==> src/hw/rtl/wsclk_pkg.sv <==
// ============================================================================
// wsclk_pkg
// Shared types and constants for the WSClock page replacement block.
// ============================================================================
package wsclk_pkg;

    // Default sizes of the frame ring
    localparam int FRAME_COUNT_DEF = 8;
    localparam int PAGE_BITS_DEF   = 16;
    localparam int TIME_BITS_DEF   = 16;

    // Fixed field widths of the channel words
    localparam int PAGE_W     = 16;
    localparam int TIME_W     = 16;
    localparam int FRAME_IX_W = 3;
    localparam int THR_W      = 16;

    // Configuration port
    localparam int APB_ADDR_W = 3;
    localparam int APB_DATA_W = 32;
    localparam logic [APB_ADDR_W-3:0] REG_AGE_THRESHOLD = '0;
    localparam logic [THR_W-1:0]      THRESHOLD_RESET   = 16'd5;

    // Input word: one page reference
    typedef struct packed {
        logic [PAGE_W-1:0] page_number;
        logic [TIME_W-1:0] ref_time;
        logic              mark_dirty;
    } in_word_t;

    // Result word
    typedef struct packed {
        logic                  hit;
        logic [FRAME_IX_W-1:0] frame_index;
        logic                  evicted_valid;
        logic [PAGE_W-1:0]     evicted_page;
        logic                  write_back;
    } out_word_t;

    // Sequencer states
    typedef enum logic [1:0] {
        ST_IDLE,
        ST_LOOKUP,
        ST_SCAN,
        ST_LOAD
    } wsclk_state_t;

    // Control broadcast to every cell
    typedef struct packed {
        logic hit_upd;   // refresh the matching frame
        logic scan;      // examine the frame under the hand
        logic advance;   // pass the hand token to the next cell
        logic load;      // load the query page into the victim
        logic found;     // a victim was picked during the scan
    } cell_ctl_t;

    // Status returned by each cell
    typedef struct packed {
        logic match;     // valid frame holding the query page
        logic sel;       // this cell is the victim of the load
        logic valid;
        logic dirty;
        logic cand_tok;  // hand is here and the frame qualifies
    } cell_stat_t;

endpackage

==> src/hw/rtl/wsclock_page_replacement.sv <==
// ============================================================================
// wsclock_page_replacement
// WSClock page replacement over a ring of frame cells with a passed hand.
// ============================================================================
// Flow: on a hit the result word is registered once the output is free; a
// miss goes from lookup to a scan, in which the hand visits 1 to FRAME_COUNT
// frames, and then to a load once the output is free. The hand token moves
// one cell per cycle around the ring; one word is worked on at a time.
// Reset: all frames empty and unreferenced, hand at frame 0, threshold 5.
module wsclock_page_replacement
    import wsclk_pkg::*;
#(
    parameter int FRAME_COUNT = FRAME_COUNT_DEF,
    parameter int PAGE_BITS   = PAGE_BITS_DEF,
    parameter int TIME_BITS   = TIME_BITS_DEF
) (
    input  logic                  aclk,
    input  logic                  aresetn,
    // input words
    input  logic                  s_valid,
    output logic                  s_ready,
    input  in_word_t              s_data,
    // result words
    output logic                  m_valid,
    input  logic                  m_ready,
    output out_word_t             m_data,
    // configuration
    input  logic                  psel,
    input  logic                  penable,
    input  logic                  pwrite,
    input  logic [APB_ADDR_W-1:0] paddr,
    input  logic [APB_DATA_W-1:0] pwdata,
    output logic [APB_DATA_W-1:0] prdata,
    output logic                  pready
);

    localparam int FIDX_W = $clog2(FRAME_COUNT);

    wsclk_state_t         state_reg, state_next;
    logic [PAGE_BITS-1:0] q_page_reg;
    logic [TIME_BITS-1:0] q_time_reg;
    logic                 q_dirty_reg;
    logic [FIDX_W-1:0]    cnt_reg;
    logic                 found_reg;
    logic [THR_W-1:0]     thr_reg;
    logic                 m_valid_reg;
    out_word_t            m_data_reg;

    cell_ctl_t            ctl;
    cell_stat_t           stat [FRAME_COUNT];
    logic [PAGE_BITS-1:0] cell_page [FRAME_COUNT];
    logic                 token [FRAME_COUNT];

    logic                 out_free;
    logic                 res_load;
    out_word_t            res_word;
    logic                 last_step;

    logic                 any_match;
    logic                 any_cand;
    logic [FIDX_W-1:0]    hit_idx;
    logic [FIDX_W-1:0]    vic_idx;
    logic                 vic_valid;
    logic                 vic_dirty;
    logic [PAGE_BITS-1:0] vic_page;

    // Ring of frame cells, token passed from each cell to the next
    for (genvar g = 0; g < FRAME_COUNT; g++) begin : g_cell
        wsclk_cell #(
            .PAGE_BITS (PAGE_BITS),
            .TIME_BITS (TIME_BITS),
            .HOME      (g == 0)
        ) u_cell (
            .aclk      (aclk),
            .aresetn   (aresetn),
            .ctl       (ctl),
            .q_page    (q_page_reg),
            .q_time    (q_time_reg),
            .q_dirty   (q_dirty_reg),
            .threshold (thr_reg),
            .token_in  (token[(g + FRAME_COUNT - 1) % FRAME_COUNT]),
            .token_out (token[g]),
            .stat      (stat[g]),
            .page_out  (cell_page[g])
        );
    end

    // Gather cell status; at most one cell matches and one is selected
    always_comb begin
        any_match = 1'b0;
        any_cand  = 1'b0;
        hit_idx   = '0;
        vic_idx   = '0;
        vic_valid = 1'b0;
        vic_dirty = 1'b0;
        vic_page  = '0;
        for (int i = 0; i < FRAME_COUNT; i++) begin
            if (stat[i].match) begin
                any_match = 1'b1;
                hit_idx   = hit_idx | FIDX_W'(i);
            end
            if (stat[i].cand_tok) begin
                any_cand = 1'b1;
            end
            if (stat[i].sel) begin
                vic_idx   = vic_idx | FIDX_W'(i);
                vic_valid = vic_valid | stat[i].valid;
                vic_dirty = vic_dirty | stat[i].dirty;
                vic_page  = vic_page | cell_page[i];
            end
        end
    end

    assign out_free  = !m_valid_reg || m_ready;
    assign last_step = (cnt_reg == FIDX_W'(FRAME_COUNT - 1));

    // Next state
    always_comb begin
        state_next = state_reg;
        case (state_reg)
            ST_IDLE: begin
                if (s_valid) begin
                    state_next = ST_LOOKUP;
                end
            end
            ST_LOOKUP: begin
                if (!any_match) begin
                    state_next = ST_SCAN;
                end else if (out_free) begin
                    state_next = ST_IDLE;
                end
            end
            ST_SCAN: begin
                if (any_cand || last_step) begin
                    state_next = ST_LOAD;
                end
            end
            ST_LOAD: begin
                if (out_free) begin
                    state_next = ST_IDLE;
                end
            end
            default: state_next = ST_IDLE;
        endcase
    end

    // Cell control and result word
    always_comb begin
        ctl      = '0;
        res_load = 1'b0;
        res_word = '0;
        ctl.found = found_reg;
        case (state_reg)
            ST_LOOKUP: begin
                if (any_match && out_free) begin
                    ctl.hit_upd          = 1'b1;
                    res_load             = 1'b1;
                    res_word.hit         = 1'b1;
                    res_word.frame_index = FRAME_IX_W'(hit_idx);
                end
            end
            ST_SCAN: begin
                ctl.scan    = 1'b1;
                ctl.advance = 1'b1;
            end
            ST_LOAD: begin
                if (out_free) begin
                    ctl.load               = 1'b1;
                    ctl.advance            = !found_reg;
                    res_load               = 1'b1;
                    res_word.frame_index   = FRAME_IX_W'(vic_idx);
                    res_word.evicted_valid = vic_valid;
                    res_word.evicted_page  = vic_valid ? PAGE_W'(vic_page) : '0;
                    res_word.write_back    = vic_valid && vic_dirty;
                end
            end
            default: begin
                ctl.found = found_reg;
            end
        endcase
    end

    // Sequencer, scan count and result register
    always_ff @(posedge aclk) begin
        if (!aresetn) begin
            state_reg   <= ST_IDLE;
            cnt_reg     <= '0;
            found_reg   <= 1'b0;
            m_valid_reg <= 1'b0;
        end else begin
            state_reg <= state_next;
            case (state_reg)
                ST_LOOKUP: begin
                    cnt_reg   <= '0;
                    found_reg <= 1'b0;
                end
                ST_SCAN: begin
                    cnt_reg   <= cnt_reg + 1'b1;
                    found_reg <= any_cand;
                end
                default: begin
                    cnt_reg <= cnt_reg;
                end
            endcase
            if (res_load) begin
                m_valid_reg <= 1'b1;
            end else if (m_ready) begin
                m_valid_reg <= 1'b0;
            end
        end
    end

    // Capture the query word and the result word
    always_ff @(posedge aclk) begin
        if (s_valid && s_ready) begin
            q_page_reg  <= PAGE_BITS'(s_data.page_number);
            q_time_reg  <= TIME_BITS'(s_data.ref_time);
            q_dirty_reg <= s_data.mark_dirty;
        end
        if (res_load) begin
            m_data_reg <= res_word;
        end
    end

    // Threshold register
    always_ff @(posedge aclk) begin
        if (!aresetn) begin
            thr_reg <= THRESHOLD_RESET;
        end else if (psel && penable && pwrite
                     && paddr[APB_ADDR_W-1:2] == REG_AGE_THRESHOLD) begin
            thr_reg <= pwdata[THR_W-1:0];
        end
    end

    assign prdata  = (paddr[APB_ADDR_W-1:2] == REG_AGE_THRESHOLD)
                     ? APB_DATA_W'(thr_reg) : '0;
    assign pready  = 1'b1;
    assign s_ready = (state_reg == ST_IDLE);
    assign m_valid = m_valid_reg;
    assign m_data  = m_data_reg;

endmodule

==> src/hw/rtl/wsclk_cell.sv <==
// ============================================================================
// wsclk_cell
// One frame of the ring: page tag, flags, last-use time and hand token.
// ============================================================================
module wsclk_cell
    import wsclk_pkg::*;
#(
    parameter int  PAGE_BITS = PAGE_BITS_DEF,
    parameter int  TIME_BITS = TIME_BITS_DEF,
    parameter bit  HOME      = 1'b0
) (
    input  logic                 aclk,
    input  logic                 aresetn,
    input  cell_ctl_t            ctl,
    input  logic [PAGE_BITS-1:0] q_page,
    input  logic [TIME_BITS-1:0] q_time,
    input  logic                 q_dirty,
    input  logic [THR_W-1:0]     threshold,
    input  logic                 token_in,
    output logic                 token_out,
    output cell_stat_t           stat,
    output logic [PAGE_BITS-1:0] page_out
);

    localparam int CMP_W = (TIME_BITS > THR_W) ? TIME_BITS : THR_W;

    logic [PAGE_BITS-1:0] page_reg;
    logic                 valid_reg;
    logic                 ref_reg;
    logic                 dirty_reg;
    logic [TIME_BITS-1:0] last_use_reg;
    logic                 token_reg;
    logic                 pick_reg;

    logic [TIME_BITS-1:0] age;
    logic                 cand;
    logic                 match;
    logic                 sel;

    // Wrapping age and replacement test
    assign age   = q_time - last_use_reg;
    assign cand  = !ref_reg && (CMP_W'(age) > CMP_W'(threshold));
    assign match = valid_reg && (page_reg == q_page);
    assign sel   = pick_reg || (!ctl.found && token_reg);

    // Frame flags, last use and hand token
    always_ff @(posedge aclk) begin
        if (!aresetn) begin
            valid_reg    <= 1'b0;
            ref_reg      <= 1'b0;
            dirty_reg    <= 1'b0;
            last_use_reg <= '0;
            token_reg    <= HOME;
            pick_reg     <= 1'b0;
        end else begin
            if (ctl.hit_upd && match) begin
                ref_reg      <= 1'b1;
                last_use_reg <= q_time;
            end
            if (ctl.scan && token_reg) begin
                if (cand) begin
                    pick_reg <= 1'b1;
                end else begin
                    ref_reg <= 1'b0;
                end
            end
            if (ctl.load) begin
                pick_reg <= 1'b0;
                if (sel) begin
                    valid_reg    <= 1'b1;
                    ref_reg      <= 1'b1;
                    dirty_reg    <= q_dirty;
                    last_use_reg <= q_time;
                end
            end
            if (ctl.advance) begin
                token_reg <= token_in;
            end
        end
    end

    // Page tag holds no reset value
    always_ff @(posedge aclk) begin
        if (ctl.load && sel) begin
            page_reg <= q_page;
        end
    end

    assign token_out     = token_reg;
    assign page_out      = page_reg;
    assign stat.match    = match;
    assign stat.sel      = sel;
    assign stat.valid    = valid_reg;
    assign stat.dirty    = dirty_reg;
    assign stat.cand_tok = token_reg && cand;

endmodule
==> config.mk <==
export PLATFORM = sky130hd
export DESIGN_NAME = wsclock_page_replacement
export DESIGN_NICKNAME = d
export VERILOG_FILES = /design/src/hw/rtl/wsclk_pkg.sv /design/src/hw/rtl/wsclock_page_replacement.sv /design/src/hw/rtl/wsclk_cell.sv
export SDC_FILE = /design/constraint.sdc
export NUM_CORES = 1
export LEC_CHECK = 0
export ABC_CLOCK_PERIOD_IN_PS = 8940
export BUFFER_PORTS_ARGS = -buffer_cell sky130_fd_sc_hd__buf_2
export CAP_MARGIN = 20
export CORE_UTILIZATION = 50
export CTS_CLUSTER_DIAMETER = 200
export DETAILED_ROUTE_END_ITERATION = 12
export PLACE_DENSITY_LB_ADDON = 0.1
export SLEW_MARGIN = 40
export SYNTH_ARGS = -nofsm -noshare
export SYNTH_HDL_FRONTEND = slang
export SYNTH_SLANG_ARGS = --single-unit
==> constraint.sdc <==
create_clock -name aclk -period 8.94 [get_ports aclk]
set_clock_uncertainty 0.2 [all_clocks]
set_input_delay 0.894 -clock aclk [delete_from_list [all_inputs] [get_ports aclk]]
set_output_delay 0.894 -clock aclk [all_outputs]
set_load 0.05 [all_outputs]
==> out/results.ini <==
[run_status]
outcome = complete, but fails checks
violations = DRC

[placed_design]
dp.cells = 3165
io_buffers = 96
dpl.hpwl_um = 45900
place.gp.congestion = 0.879

[yosys]
synth_fa_ha_area_share_pct = 14.0
async_flop_share_pct = 0
synthCells = 2537
synth_compound_area_share_pct = 14.6
netlist_area_um2 = 23800
synth_warnings = 0
yosysTopAreaCellShare_pct = 23.1
synth_xor_area_share_pct = 8.68
synth_edf_count = 183
synth_simple_gate_area_share_pct = 15.0
yosysUniqueCellTypes = 74
synthFlopType = dfxtp_1
synth-seq-cells = 374
yosysSeqAreaShare_pct = 39.1
synth_top_family_by_area = simple AND/OR/NAND/NOR gates
yosys.area.top_type = edfxtp_1
muxShareOfSynthArea_pct = 2.91
syn_avg_cell_area_um2 = 9.38
synthTopCellsByArea = edfxtp_1 (23%), dfxtp_1 (16%), ha_1 (13%), xnor2_1 (5.4%), nor2_1 (5.0%)

[clock_tree]
post-cts-setup-buffers = 0
ctsHtreeMaxLevel = 2
cts-root-buf = clkbuf_16
clock_path_buffers = 3
cts_resized = 0
tritoncts = yes
numCtsBuffers = 44
cts_sinks = 374
cts_hold_buf = 0
clkTransAtPathRegs_ns = 0.07
clock_latency_ns = 0.61

[finish]
regArea_um2 = 9320
stdcell_count = 3249
final_cell_mix = nor2_1 (316), ha_1 (254), a21oi_1 (209)
nFillCells = 4215
final_layout_size_suffix_gt1_share_pct = 9.51
layout.nets = 2941
area_growth_pct = 9.94
multi_input_area_um2 = 13300
layout_commonest_cell = nor2_1

[global_routing]
grt_overflow = 0
grt_pass1_vias = 18300
grt_max_degree = 92
grt_usage_pct = 28.2
antenna_found_initial = 1
grt_pass1_wl_um = 104000

[detailed_routing]
vias_per_cell = 5.83
drtIter0Drc = 1257
drc = 6
final_antenna_net_count = 0
wirelength_um = 67600
dr.pass1.iters = 10
dr_total_vias = 18900
wl_per_cell_um = 20.8

[worst_setup_path]
worstPathArrival_ns = 6.82
r2r-start = q_time_reg[0]
path_class = flip-flop to flip-flop
crit_start = q_time_reg[0]
cp.required_ns = 9.23
rrSetupSlack_ns = 2.40
crit_fanout = 9
endpoint = state_reg[0]
crit_path_end_kind = flip-flop
rr_worst_depth = 21
rr_endpoint = state_reg[0]
start_kind = flip-flop

[sta]
rsz0062_at_grt = no
post-route-period-util_pct = 73.1
fin_crit_ns = 6.54
hold_viol = 0
slew_violations = 0
max_freq_mhz = 153
finalSetupTns_ns = 0
max_slew_margin_pct = 41.1
tightest_slew_ns = 0.878
setup_viol = 0

[pwr]
pwr_density_cell_nw_per_um2 = 192
power_leakage_nw = 9.68
max-vdd-ir-drop_v = 0.000193

[floorplan]
die-area_um2 = 48500
die_w_um = 220
rows = 79
ioPinCount = 132
start_util_pct = 50.9
core_um2 = 46800
die_h_um = 220

[job]
maxCapViolCount = 0

[worst_hold_path]
worst_hold_path_type = flip-flop to flip-flop

cells in the mapped netlist (all sizes together) (27+ instances only):
| library cell | count |
|---|---|
| nor2 | 316 |
| ha | 254 |
| a21oi | 210 |
| dfxtp | 191 |
| edfxtp | 183 |
| inv | 175 |
| nand2 | 149 |
| xnor2 | 148 |
| xor2 | 88 |
| buf | 68 |
| mux2i | 68 |
| nand3 | 60 |
| clkbuf | 50 |
| o21ai | 48 |
| nor3 | 42 |
| a22oi | 40 |
| a21o | 38 |
| a31oi | 36 |
| nand4 | 36 |
| nor4 | 30 |
| o211ai | 27 |
worst min-delay path by stage:
stage               cells past startpoint                       from  slack (ns)                         to
floorplan                               2  g_cell[0].u_cell.pick_reg        0.23  g_cell[0].u_cell.pick_reg
global placement                        2  g_cell[0].u_cell.pick_reg        0.24  g_cell[0].u_cell.pick_reg
detailed placement                      2  g_cell[0].u_cell.pick_reg        0.24  g_cell[0].u_cell.pick_reg
CTS                                     1                 s_data[19]        0.23              q_page_reg[2]
global route                            1                 s_data[19]        0.24              q_page_reg[2]
finish                                  2  g_cell[0].u_cell.pick_reg        0.25  g_cell[0].u_cell.pick_reg
metal layers:
metal  routed length, um  share of wire [%]  track usage, %  vias to the layer above
li1                    -                  -               -                     9188
met1               28600                 42            35.3                     9071
met2               32600                 48            48.4                      542
met3                3480                5.1            3.40                      146
met4                2900                4.3            12.9                        0
met5                   0                  0               0                        -
worst max-delay path: stages, from the launching register on:
cell and delay [ns]:
edfxtp_1 0.60, inv_1 0.49, ha_1 0.28, inv_1 0.07
fa_1 0.46, a21o_1 0.18, a21oi_1 0.24, o21bai_1 0.12
a31oi_1 0.24, o21ai_0 0.17, o41ai_1 0.54, nor3_1 0.09
a311o_1 0.29, ha_1 0.30, nand4_1 0.12, or4_1 0.59
o211a_1 0.25, o41a_1 0.18, nor2_1 0.13, nand4bb_1 0.28
o32a_1 0.47, a2bb2oi_2 0.14
logic make-up after synthesis:
family / Yosys count
other cells: 2
fa+ha+maj: 262
compound gates: 536
flops: 374
xor+xnor: 236
buf+inv: 296
simple gates: 762
mux: 69
layout make-up:
type,instances,area share [%]
antenna,2,0.0191
clock buffer,55,4.37
clock inverter,27,1.24
inverter,178,2.57
multi-input combinational,1882,50.6
sequential,374,35.6
tap,607,2.90
timing repair buffer,124,2.65
report_power, final:
group	switching (W)	leakage (nW)	internal [W]
Sequential	0.0000761	3.18	0.00185
Clock	0.000781	0.696	0.00106
Combinational	0.000738	5.81	0.000507
per-stage QoR:
step	hold WS (ns)	cell area [um2]	total power [W]	util (%)	setup WS, ns
2_1_floorplan	0.226	23900	0.00288	-	3.65
3_3_place_gp	0.235	24700	0.00316	52.8	2.55
3_5_place_dp	0.239	24700	0.00319	52.8	2.48
4_1_cts	0.229	26200	0.00504	56.0	2.41
5_1_grt	0.240	26200	0.00526	56.0	2.09
6_report	0.250	26200	0.00501	56.0	2.40
(Power assumes the default switching activity.)
